--- src/design/cfrt_pkg.sv ---
// Shared constants and codes for the clock frame replacement table.
// Holds table sizing, operation codes and result status codes.
// No dependencies.
`timescale 1ns / 1ps
`default_nettype none

package cfrt_pkg;

  // Table sizing
  localparam int unsigned FRAMES  = 64;
  localparam int unsigned IDX_W   = $clog2(FRAMES);
  localparam int unsigned STEP_W  = $clog2(2 * FRAMES);
  localparam int unsigned FRAME_W = 20;
  localparam int unsigned PAGE_W  = 20;

  // Operation codes
  typedef enum logic [2:0] {
    OP_INSERT = 3'd0,
    OP_PIN    = 3'd1,
    OP_UNPIN  = 3'd2,
    OP_LOOKUP = 3'd3,
    OP_EVICT  = 3'd4,
    OP_ACCESS = 3'd5
  } op_e;

  // Result status codes
  typedef enum logic [2:0] {
    ST_OK             = 3'd0,
    ST_NOT_FOUND      = 3'd1,
    ST_EMPTY          = 3'd2,
    ST_NONE_EVICTABLE = 3'd3,
    ST_FULL           = 3'd4
  } status_e;

endpackage

`default_nettype wire

--- src/design/clock_frame_replacement_table.sv ---
// Clock (second-chance) frame replacement table, top level.
// Depends on cfrt_pkg for sizing, operation and status codes.
//
// Usage: one request enters on the input channel (in_valid_i / in_stall_o)
// and yields exactly one result on the output channel (out_valid_o /
// out_stall_i). A channel moves a request at a clock edge where valid is
// high and stall is low.
// Operation: a small sequencer walks the slots one per cycle through a
// single compare unit and a registered read of the frame/page store.
// Insert, pin, unpin, lookup and access scan from slot 0 to a hit or the
// last slot; evict scans from the clock hand to a victim or for at most
// 2*FRAMES slots; an evict on an empty table or an unknown op skips the
// scan. One request is in work at a time; in_stall_o stays high until its
// result moves to the output register, so a request can be taken while the previous result waits.
// Reset clears all slot marks and the clock hand; frame and page storage
// is not cleared and is only read for valid slots.
// When the receiver stalls, the result holds on the output ports and a
// finished result behind it waits in the sequencer.
`timescale 1ns / 1ps
`default_nettype none

module clock_frame_replacement_table (
  input  wire logic                            clk_i,
  input  wire logic                            rst_ni,
  input  wire logic                            in_valid_i,
  output logic                                 in_stall_o,
  input  wire logic [2:0]                      op_i,
  input  wire logic [cfrt_pkg::FRAME_W-1:0]    frame_number_i,
  input  wire logic [cfrt_pkg::PAGE_W-1:0]     page_number_i,
  input  wire logic                            file_backed_i,
  input  wire logic                            is_write_i,
  output logic                                 out_valid_o,
  input  wire logic                            out_stall_i,
  output logic [2:0]                           status_o,
  output logic [cfrt_pkg::FRAME_W-1:0]         result_frame_o,
  output logic [cfrt_pkg::PAGE_W-1:0]          result_page_o,
  output logic                                 needs_swap_out_o
);
  import cfrt_pkg::*;

  typedef enum logic [1:0] {
    S_IDLE,
    S_SCAN,
    S_DONE
  } state_e;

  // Control state
  state_e              state_q, state_d;
  logic [2:0]          op_q, op_d;
  logic [FRAME_W-1:0]  frame_q, frame_d;
  logic [PAGE_W-1:0]   page_q, page_d;
  logic                fb_q, fb_d;
  logic                wr_q, wr_d;
  logic [IDX_W-1:0]    idx_q, idx_d;
  logic [STEP_W-1:0]   step_q, step_d;
  logic [IDX_W-1:0]    hand_q, hand_d;

  // Slot marks
  logic [FRAMES-1:0]   valid_q, valid_d;
  logic [FRAMES-1:0]   pinned_q, pinned_d;
  logic [FRAMES-1:0]   accessed_q, accessed_d;
  logic [FRAMES-1:0]   dirty_q, dirty_d;

  // Pending result
  status_e             res_status_q, res_status_d;
  logic [FRAME_W-1:0]  res_frame_q, res_frame_d;
  logic [PAGE_W-1:0]   res_page_q, res_page_d;
  logic                res_swap_q, res_swap_d;

  // Output register
  logic                out_valid_q, out_valid_d;
  logic [2:0]          out_status_q, out_status_d;
  logic [FRAME_W-1:0]  out_frame_q, out_frame_d;
  logic [PAGE_W-1:0]   out_page_q, out_page_d;
  logic                out_swap_q, out_swap_d;

  // Frame/page store with registered read at the next scan index
  logic [FRAME_W-1:0]  frame_mem [FRAMES];
  logic [PAGE_W-1:0]   page_mem [FRAMES];
  logic                fb_mem [FRAMES];
  logic [FRAME_W-1:0]  rd_frame_q;
  logic [PAGE_W-1:0]   rd_page_q;
  logic                rd_fb_q;
  logic                mem_we;

  logic                last_idx;
  logic                last_step;
  logic [IDX_W-1:0]    idx_nx;
  logic                frame_hit;
  logic                page_hit;
  logic                cand;

  always_ff @(posedge clk_i) begin
    if (mem_we) begin
      frame_mem[idx_q] <= frame_q;
      page_mem[idx_q]  <= page_q;
      fb_mem[idx_q]    <= fb_q;
    end
    rd_frame_q <= frame_mem[idx_d];
    rd_page_q  <= page_mem[idx_d];
    rd_fb_q    <= fb_mem[idx_d];
  end

  // Shared slot compare for the slot under the index
  always_comb begin
    last_idx  = (idx_q == IDX_W'(FRAMES - 1));
    last_step = (step_q == STEP_W'(2 * FRAMES - 1));
    idx_nx    = last_idx ? '0 : idx_q + 1'b1;
    frame_hit = valid_q[idx_q] && (rd_frame_q == frame_q);
    page_hit  = valid_q[idx_q] && (rd_page_q == page_q);
    cand      = valid_q[idx_q] && !pinned_q[idx_q];
  end

  // Sequencer next state
  always_comb begin
    state_d      = state_q;
    op_d         = op_q;
    frame_d      = frame_q;
    page_d       = page_q;
    fb_d         = fb_q;
    wr_d         = wr_q;
    idx_d        = idx_q;
    step_d       = step_q;
    hand_d       = hand_q;
    valid_d      = valid_q;
    pinned_d     = pinned_q;
    accessed_d   = accessed_q;
    dirty_d      = dirty_q;
    res_status_d = res_status_q;
    res_frame_d  = res_frame_q;
    res_page_d   = res_page_q;
    res_swap_d   = res_swap_q;
    out_valid_d  = out_valid_q;
    out_status_d = out_status_q;
    out_frame_d  = out_frame_q;
    out_page_d   = out_page_q;
    out_swap_d   = out_swap_q;
    mem_we       = 1'b0;

    // Drop the output once the receiver takes it
    if (out_valid_q && !out_stall_i) begin
      out_valid_d = 1'b0;
    end

    case (state_q)
      S_IDLE: begin
        if (in_valid_i) begin
          op_d         = op_i;
          frame_d      = frame_number_i;
          page_d       = page_number_i;
          fb_d         = file_backed_i;
          wr_d         = is_write_i;
          step_d       = '0;
          idx_d        = '0;
          res_status_d = ST_OK;
          res_frame_d  = '0;
          res_page_d   = '0;
          res_swap_d   = 1'b0;
          case (op_i)
            OP_INSERT, OP_PIN, OP_UNPIN, OP_LOOKUP, OP_ACCESS: begin
              state_d = S_SCAN;
            end
            OP_EVICT: begin
              if (!(|valid_q)) begin
                res_status_d = ST_EMPTY;
                state_d      = S_DONE;
              end else begin
                idx_d   = hand_q;
                state_d = S_SCAN;
              end
            end
            default: begin
              state_d = S_DONE;
            end
          endcase
        end
      end

      S_SCAN: begin
        // Advance one slot on every scan step, also on the step that finishes the request
        idx_d  = idx_nx;
        step_d = step_q + 1'b1;
        case (op_q)
          OP_INSERT: begin
            if (!valid_q[idx_q]) begin
              mem_we               = 1'b1;
              valid_d[idx_q]       = 1'b1;
              pinned_d[idx_q]      = 1'b0;
              accessed_d[idx_q]    = 1'b0;
              dirty_d[idx_q]       = 1'b0;
              state_d              = S_DONE;
            end else if (last_idx) begin
              res_status_d = ST_FULL;
              state_d      = S_DONE;
            end
          end
          OP_PIN, OP_UNPIN: begin
            if (frame_hit) begin
              pinned_d[idx_q] = (op_q == OP_PIN);
              state_d         = S_DONE;
            end else if (last_idx) begin
              res_status_d = ST_NOT_FOUND;
              state_d      = S_DONE;
            end
          end
          OP_LOOKUP: begin
            if (page_hit) begin
              res_frame_d = rd_frame_q;
              state_d     = S_DONE;
            end else if (last_idx) begin
              res_status_d = ST_NOT_FOUND;
              state_d      = S_DONE;
            end
          end
          OP_ACCESS: begin
            if (page_hit) begin
              accessed_d[idx_q] = 1'b1;
              if (wr_q) begin
                dirty_d[idx_q] = 1'b1;
              end
              state_d = S_DONE;
            end else if (last_idx) begin
              res_status_d = ST_NOT_FOUND;
              state_d      = S_DONE;
            end
          end
          OP_EVICT: begin
            if (cand && !accessed_q[idx_q]) begin
              // Free the victim and move the hand past it
              res_frame_d       = rd_frame_q;
              res_page_d        = rd_page_q;
              res_swap_d        = !rd_fb_q || dirty_q[idx_q];
              valid_d[idx_q]    = 1'b0;
              pinned_d[idx_q]   = 1'b0;
              accessed_d[idx_q] = 1'b0;
              dirty_d[idx_q]    = 1'b0;
              hand_d            = idx_nx;
              state_d           = S_DONE;
            end else begin
              // Give a second chance; after two full turns the scan gives up and the hand stays put
              if (cand) begin
                accessed_d[idx_q] = 1'b0;
              end
              if (last_step) begin
                res_status_d = ST_NONE_EVICTABLE;
                state_d      = S_DONE;
              end
            end
          end
          default: begin
            state_d = S_DONE;
          end
        endcase
      end

      S_DONE: begin
        // Move the result into the output register once it is free
        if (!out_valid_q || !out_stall_i) begin
          out_valid_d  = 1'b1;
          out_status_d = res_status_q;
          out_frame_d  = res_frame_q;
          out_page_d   = res_page_q;
          out_swap_d   = res_swap_q;
          state_d      = S_IDLE;
        end
      end

      default: begin
        state_d = S_IDLE;
      end
    endcase
  end

  // Hold state, marks, request payload and registered outputs
  always_ff @(posedge clk_i or negedge rst_ni) begin
    if (!rst_ni) begin
      state_q      <= S_IDLE;
      idx_q        <= '0;
      step_q       <= '0;
      hand_q       <= '0;
      valid_q      <= '0;
      pinned_q     <= '0;
      accessed_q   <= '0;
      dirty_q      <= '0;
      out_valid_q  <= 1'b0;
      op_q         <= OP_INSERT;
      frame_q      <= '0;
      page_q       <= '0;
      fb_q         <= 1'b0;
      wr_q         <= 1'b0;
      res_status_q <= ST_OK;
      res_frame_q  <= '0;
      res_page_q   <= '0;
      res_swap_q   <= 1'b0;
      out_status_q <= ST_OK;
      out_frame_q  <= '0;
      out_page_q   <= '0;
      out_swap_q   <= 1'b0;
    end else begin
      state_q      <= state_d;
      idx_q        <= idx_d;
      step_q       <= step_d;
      hand_q       <= hand_d;
      valid_q      <= valid_d;
      pinned_q     <= pinned_d;
      accessed_q   <= accessed_d;
      dirty_q      <= dirty_d;
      out_valid_q  <= out_valid_d;
      op_q         <= op_d;
      frame_q      <= frame_d;
      page_q       <= page_d;
      fb_q         <= fb_d;
      wr_q         <= wr_d;
      res_status_q <= res_status_d;
      res_frame_q  <= res_frame_d;
      res_page_q   <= res_page_d;
      res_swap_q   <= res_swap_d;
      out_status_q <= out_status_d;
      out_frame_q  <= out_frame_d;
      out_page_q   <= out_page_d;
      out_swap_q   <= out_swap_d;
    end
  end

  assign in_stall_o       = (state_q != S_IDLE);
  assign out_valid_o      = out_valid_q;
  assign status_o         = out_status_q;
  assign result_frame_o   = out_frame_q;
  assign result_page_o    = out_page_q;
  assign needs_swap_out_o = out_swap_q;

  // A taken request always blocks the input on the next cycle
  a_accept_busy: assert property (@(posedge clk_i) disable iff (!rst_ni)
    in_valid_i && !in_stall_o |=> in_stall_o)
    else $error("input not blocked after taking a request");

  // A result leaving the sequencer lands in the output register
  a_done_out: assert property (@(posedge clk_i) disable iff (!rst_ni)
    (state_q == S_DONE) && (!out_valid_q || !out_stall_i) |=> out_valid_o && !in_stall_o)
    else $error("finished result did not reach the output");

  // The clock hand stays inside the table
  a_hand_range: assert property (@(posedge clk_i) disable iff (!rst_ni)
    hand_q <= IDX_W'(FRAMES - 1))
    else $error("clock hand out of range");

  // A failed eviction leaves the hand where it started
  a_evict_fail_hand: assert property (@(posedge clk_i) disable iff (!rst_ni)
    (state_q == S_SCAN) && (op_q == OP_EVICT) && last_step && !(cand && !accessed_q[idx_q])
    |=> $stable(hand_q))
    else $error("hand moved on a failed eviction");

endmodule

`default_nettype wire
--- config.mk ---
export PLATFORM = sky130hd
export DESIGN_NAME = clock_frame_replacement_table
export DESIGN_NICKNAME = d
export VERILOG_FILES = /design/src/design/cfrt_pkg.sv /design/src/design/clock_frame_replacement_table.sv
export SDC_FILE = /design/constraint.sdc
export NUM_CORES = 2
export LEC_CHECK = 0
export BUFFER_PORTS_ARGS = -buffer_cell sky130_fd_sc_hd__buf_2
export CAP_MARGIN = 20
export CELL_PAD_IN_SITES_DETAIL_PLACEMENT = 1
export CELL_PAD_IN_SITES_GLOBAL_PLACEMENT = 1
export CORE_UTILIZATION = 57
export CTS_BUF_LIST = sky130_fd_sc_hd__clkbuf_8
export CTS_CLUSTER_DIAMETER = 30
export DETAILED_ROUTE_END_ITERATION = 10
export PLACE_DENSITY_LB_ADDON = 0.1
export SYNTH_ARGS = -nofsm -noshare
export SYNTH_HDL_FRONTEND = slang
export SYNTH_SLANG_ARGS = --single-unit
--- constraint.sdc ---
create_clock -name clk_i -period 7.9 [get_ports clk_i]
set_clock_uncertainty 0.15 [all_clocks]
set_input_delay 1.185 -clock clk_i [delete_from_list [all_inputs] [get_ports clk_i]]
set_output_delay 1.185 -clock clk_i [all_outputs]
set_load 0.005 [all_outputs]
==> results by group <==
Floorplan
  • Die Y: roughly 460 µm
  • Ports: 95
  • Std-Cell Rows: roughly 170
  • Die area: ~210000 µm²
  • Die width: between 400 and 500 µm
  • Core Footprint: about 210000 µm²
  • Starting Density: 57.60%

Timing
  • Setup tns final: 0 ps
  • RSZ-0062 raised after global routing: no
  • Slack of the critical path: around 1400 ps
  • Final Hold Vio Count: 0
  • Final Max Tran Viols: 0
  • Final Cycle Share: 82.55%
  • Hold slack: 79.04 ps
  • Slew of the pin with the lowest slew margin: approximately 1300 ps
  • Min cycle time layout: approximately 6500 ps
  • Final Setup Violations: 0
  • Slew headroom: 13.54%
  • Max Clk Rate: around 0.15 GHz

CTS
  • Clock Latency Late Sink: 1150 ps
  • Clock Pin Slew Worst Setup and Hold Paths: 70 ps
  • Root Driver: clkbuf_8
  • CTS tree: built
  • H-tree Lvls: 6
  • Longest Clk Path Bufs: 4
  • Num Clock Sinks: 3076
  • Setup bufs post-CTS: 0
  • TritonCTS Buffers: 608

Yosys
  • Flip-flop and latch count after synthesis: 3076
  • Cell Area, Synth: approximately 120000 µm²
  • Synth Flop Type: edfxtp_1
  • Async set or reset register ratio after synthesis: about an eighth
  • Post-synth EDFFs: ~2600
  • Synthesis warning total: 0
  • Cell taking the most area after synthesis: edfxtp_1
  • Mapped Cells: approximately 8500
  • Ranking of synthesized cells by area: edfxtp_1 (65%), dfrtp_1 (8.5%), nand2_1 (5.8%)
  • Seq/Total Area, Yosys: 74.11%
  • Top cell type's share of synthesized area: between 60% and 70%
  • Count of cell types in the netlist: 84
  • Syn nets: 8503
  • Syn avg cell area: approximately 14 µm²

Layout
  • Area grow syn2layout: 14.62%
  • Design Area, Final: 139100 µm²
  • Most frequent cells in the layout: edfxtp_1 (2624), nand2_1 (1885), clkbuf_8 (656)
  • Nets@finish: 8923
  • Most common cell after layout, fill and taps aside: edfxtp_1
  • Share of cells above drive strength 1: 16.77%
  • Post-route insts no fill: around 12000

Power
  • Clock Power Share: about a third
  • Reg power frac: 40.4%
  • NetSw: 19.37 mW
  • Int Power: between 30 and 40 mW
  • Peak supply drop: between 0.4 and 0.5 mV
  • Leak: 49.12 nW
  • Switching Share: between 30% and 40%
  • Combinational Power Share: around 28%
  • Pwr dens: 378.1 nW/µm²

Place
  • Dpl hpwl: 251.0 mm
  • Port Buf Inserts: 94
  • Cell Area, Placed: ~130000 µm²
  • Placed Instances: between 10000 and 15000
  • Gpl congestion: approximately 0.94
  • Pre-CTS setup slack: about 1700 ps

Critical path
  • Crit path required time: between 8000 and 9000 ps
  • CP endpoint kind: flip-flop
  • Crit path kind: flip-flop to flip-flop
  • Critical-path maximum fanout: 81
  • Slowest CP cell: a2111oi_0
  • WP data arrival: around 7400 ps
  • Largest delay share family, worst path: compound AO/OA/AOI/OAI gates
  • Startpoint Class: flip-flop
  • Cell Chain, Critical Path: buf_4 -> nand2_1 -> o21ai_0 -> o21ai_0 -> a21oi_4 -> buf_12 -> buf_12 -> mux4_2 -> a2111oi_0 -> o22ai_1 -> or2_1
  • Worst path bufs/invs: 3
  • Slowest stage delay, CP: 1040 ps

Routing
  • Avg WL per Cell: between 30 and 40 µm
  • Router iterations before antenna repair: 6
  • DRT iter0 DRCs: about 13000
  • Via/cell ratio: between 6 and 7
  • ANT nets after route: 0
  • Detailed-route DRC error count: 0
  • Post-Route WL: roughly 460 mm
  • Via count: ~85000

Global routing
  • Total grt overflow: 0
  • Vias in the first global route: 87400
  • Gr usage total: between 40% and 50%
  • Largest net degree at the start of global routing: 168
  • First-pass GRT wire length: 641.1 mm
  • Initial antenna violation count: 17

Outcome
  • Outcome: finished clean

Run
  • Maxcap violations: 0

Hold path
  • Hold Path Class: input port to flip-flop
-- kinds of logic after synthesis --
logic type	after synthesis	share of synthesized area [%]
compound gates	1413	8.100
simple gates	2811	9.863
xor+xnor	44	0.3177
fa+ha+maj	3	0.02888
flops	3076	74.11
buf+inv	609	2.281
mux	496	5.303
-- layout make-up --
class / instances / area [µm²]
Clock buffer: 656 / 9029
Antenna cell: 10 / 25.02
Multi-Input combinational cell: 4767 / 29360
Fill cell: 19280 / 71570
Tap cell: 2805 / 3510
Timing Repair Buffer: 377 / 3651
Inverter: 42 / 177.7
Sequential cell: 3076 / 89960
Clock inverter: 428 / 3344
-- power groups by stage --
stage	Clock (mW)	Sequential (mW)	Combinational, mW
after floorplan	0	21.6	7.76
after global routing	17.3	21.1	15.2
final	16.6	21.2	14.7
after detailed placement	0	21.7	13.7
after global placement	0	21.7	13.1
after CTS	16.6	21.4	13.9
-- worst paths after layout --
check	startpoint	endpoint	slack [ps]	cells after the start
max reg2reg	idx_q[2]	rd_page_q[11]	1380	11
min in group asynchronous	rst_ni	asynchronous set/reset pin	600	2
max	idx_q[2]	rd_page_q[11]	1380	11
max in group asynchronous	rst_ni	result_page_o[8]	5420	3
min	frame_number_i[11]	frame_q[11]	80	3
min reg2reg	result_page_o[16]	result_page_o[16]	330	2
-- routing by layer --
metal  up-vias  track usage, %  part of all wire, %
li1      33230               -                    -
met1     43330           54.40                   35
met2      6685           63.72                   45
met3      1590           11.98                   13
met4        14           26.61                  7.2
met5         -               0                0.021
-- worst register-to-register path, stage by stage (launching register included) --
cell and delay, ps:
dfrtp_2 900, buf_4 520, nand2_1 190, o21ai_0 560, o21ai_0 270, a21oi_4 780, buf_12 360, buf_12 530
mux4_2 610, a2111oi_0 1040, o22ai_1 220, or2_1 280
-- registers in the layout, indices dropped and copies added, names as in the netlist, 2 cells and up, named ones only --
signal / cells
rd_page_q: 20
state_q: 2
fb_mem: 64
op_q: 3
result_frame_o: 20
frame_q: 20
idx_q: 6
frame_mem: 1280
page_mem: 1280
rd_frame_q: 20
step_q: 7
res_page_q: 20
result_page_o: 20
hand_q: 6
pinned_q: 64
res_status_q: 3
res_frame_q: 20
page_q: 20
status_o: 3
-- metrics by stage --
stage	util [%]	power, mW
floorplan	-	29.36
global placement	60.01	34.81
detailed placement	60.03	35.46
CTS	65.91	51.94
global route	66.01	53.61
finish	66.02	52.57
-- Yosys cell counts (4+ instances only) --
cell type	number
o2111ai_1	111
buf_1	57
and2_1	10
o21ai_0	272
buf_6	16
o211ai_1	20
nor2b_1	7
o31ai_1	195
mux2_2	34
buf_4	31
o22a_1	66
nor3b_1	8
o221ai_1	29
a32oi_1	169
edfxtp_1	2624
nor3_1	14
or3_1	15
a2111oi_0	51
nor4_1	64
or2_1	19
o22ai_1	101
dfrtp_1	411
or4_1	5
a221o_1	8
buf_2	195
xor2_1	43
and3b_1	8
a31oi_1	32
nand2_1	1887
inv_1	36
nand2b_1	11
a21oi_1	252
a22o_1	30
a221oi_1	10
clkbuf_1	267
nand4_1	86
mux2i_1	348
and3_1	14
a22oi_1	26
dfxtp_1	41
nand3b_1	5
mux4_2	114
nand3_1	523
nor2_1	118
a32o_1	4
-- repair_timing --
action | 4_1_cts | 5_1_grt
setup endpoints to repair | 0 | 0
endpoints found under the hold margin | 12 | 0
hold buffers | 1 | 0
gates resized for setup | 0 | 0
Power figures use the tool's default switching activity.
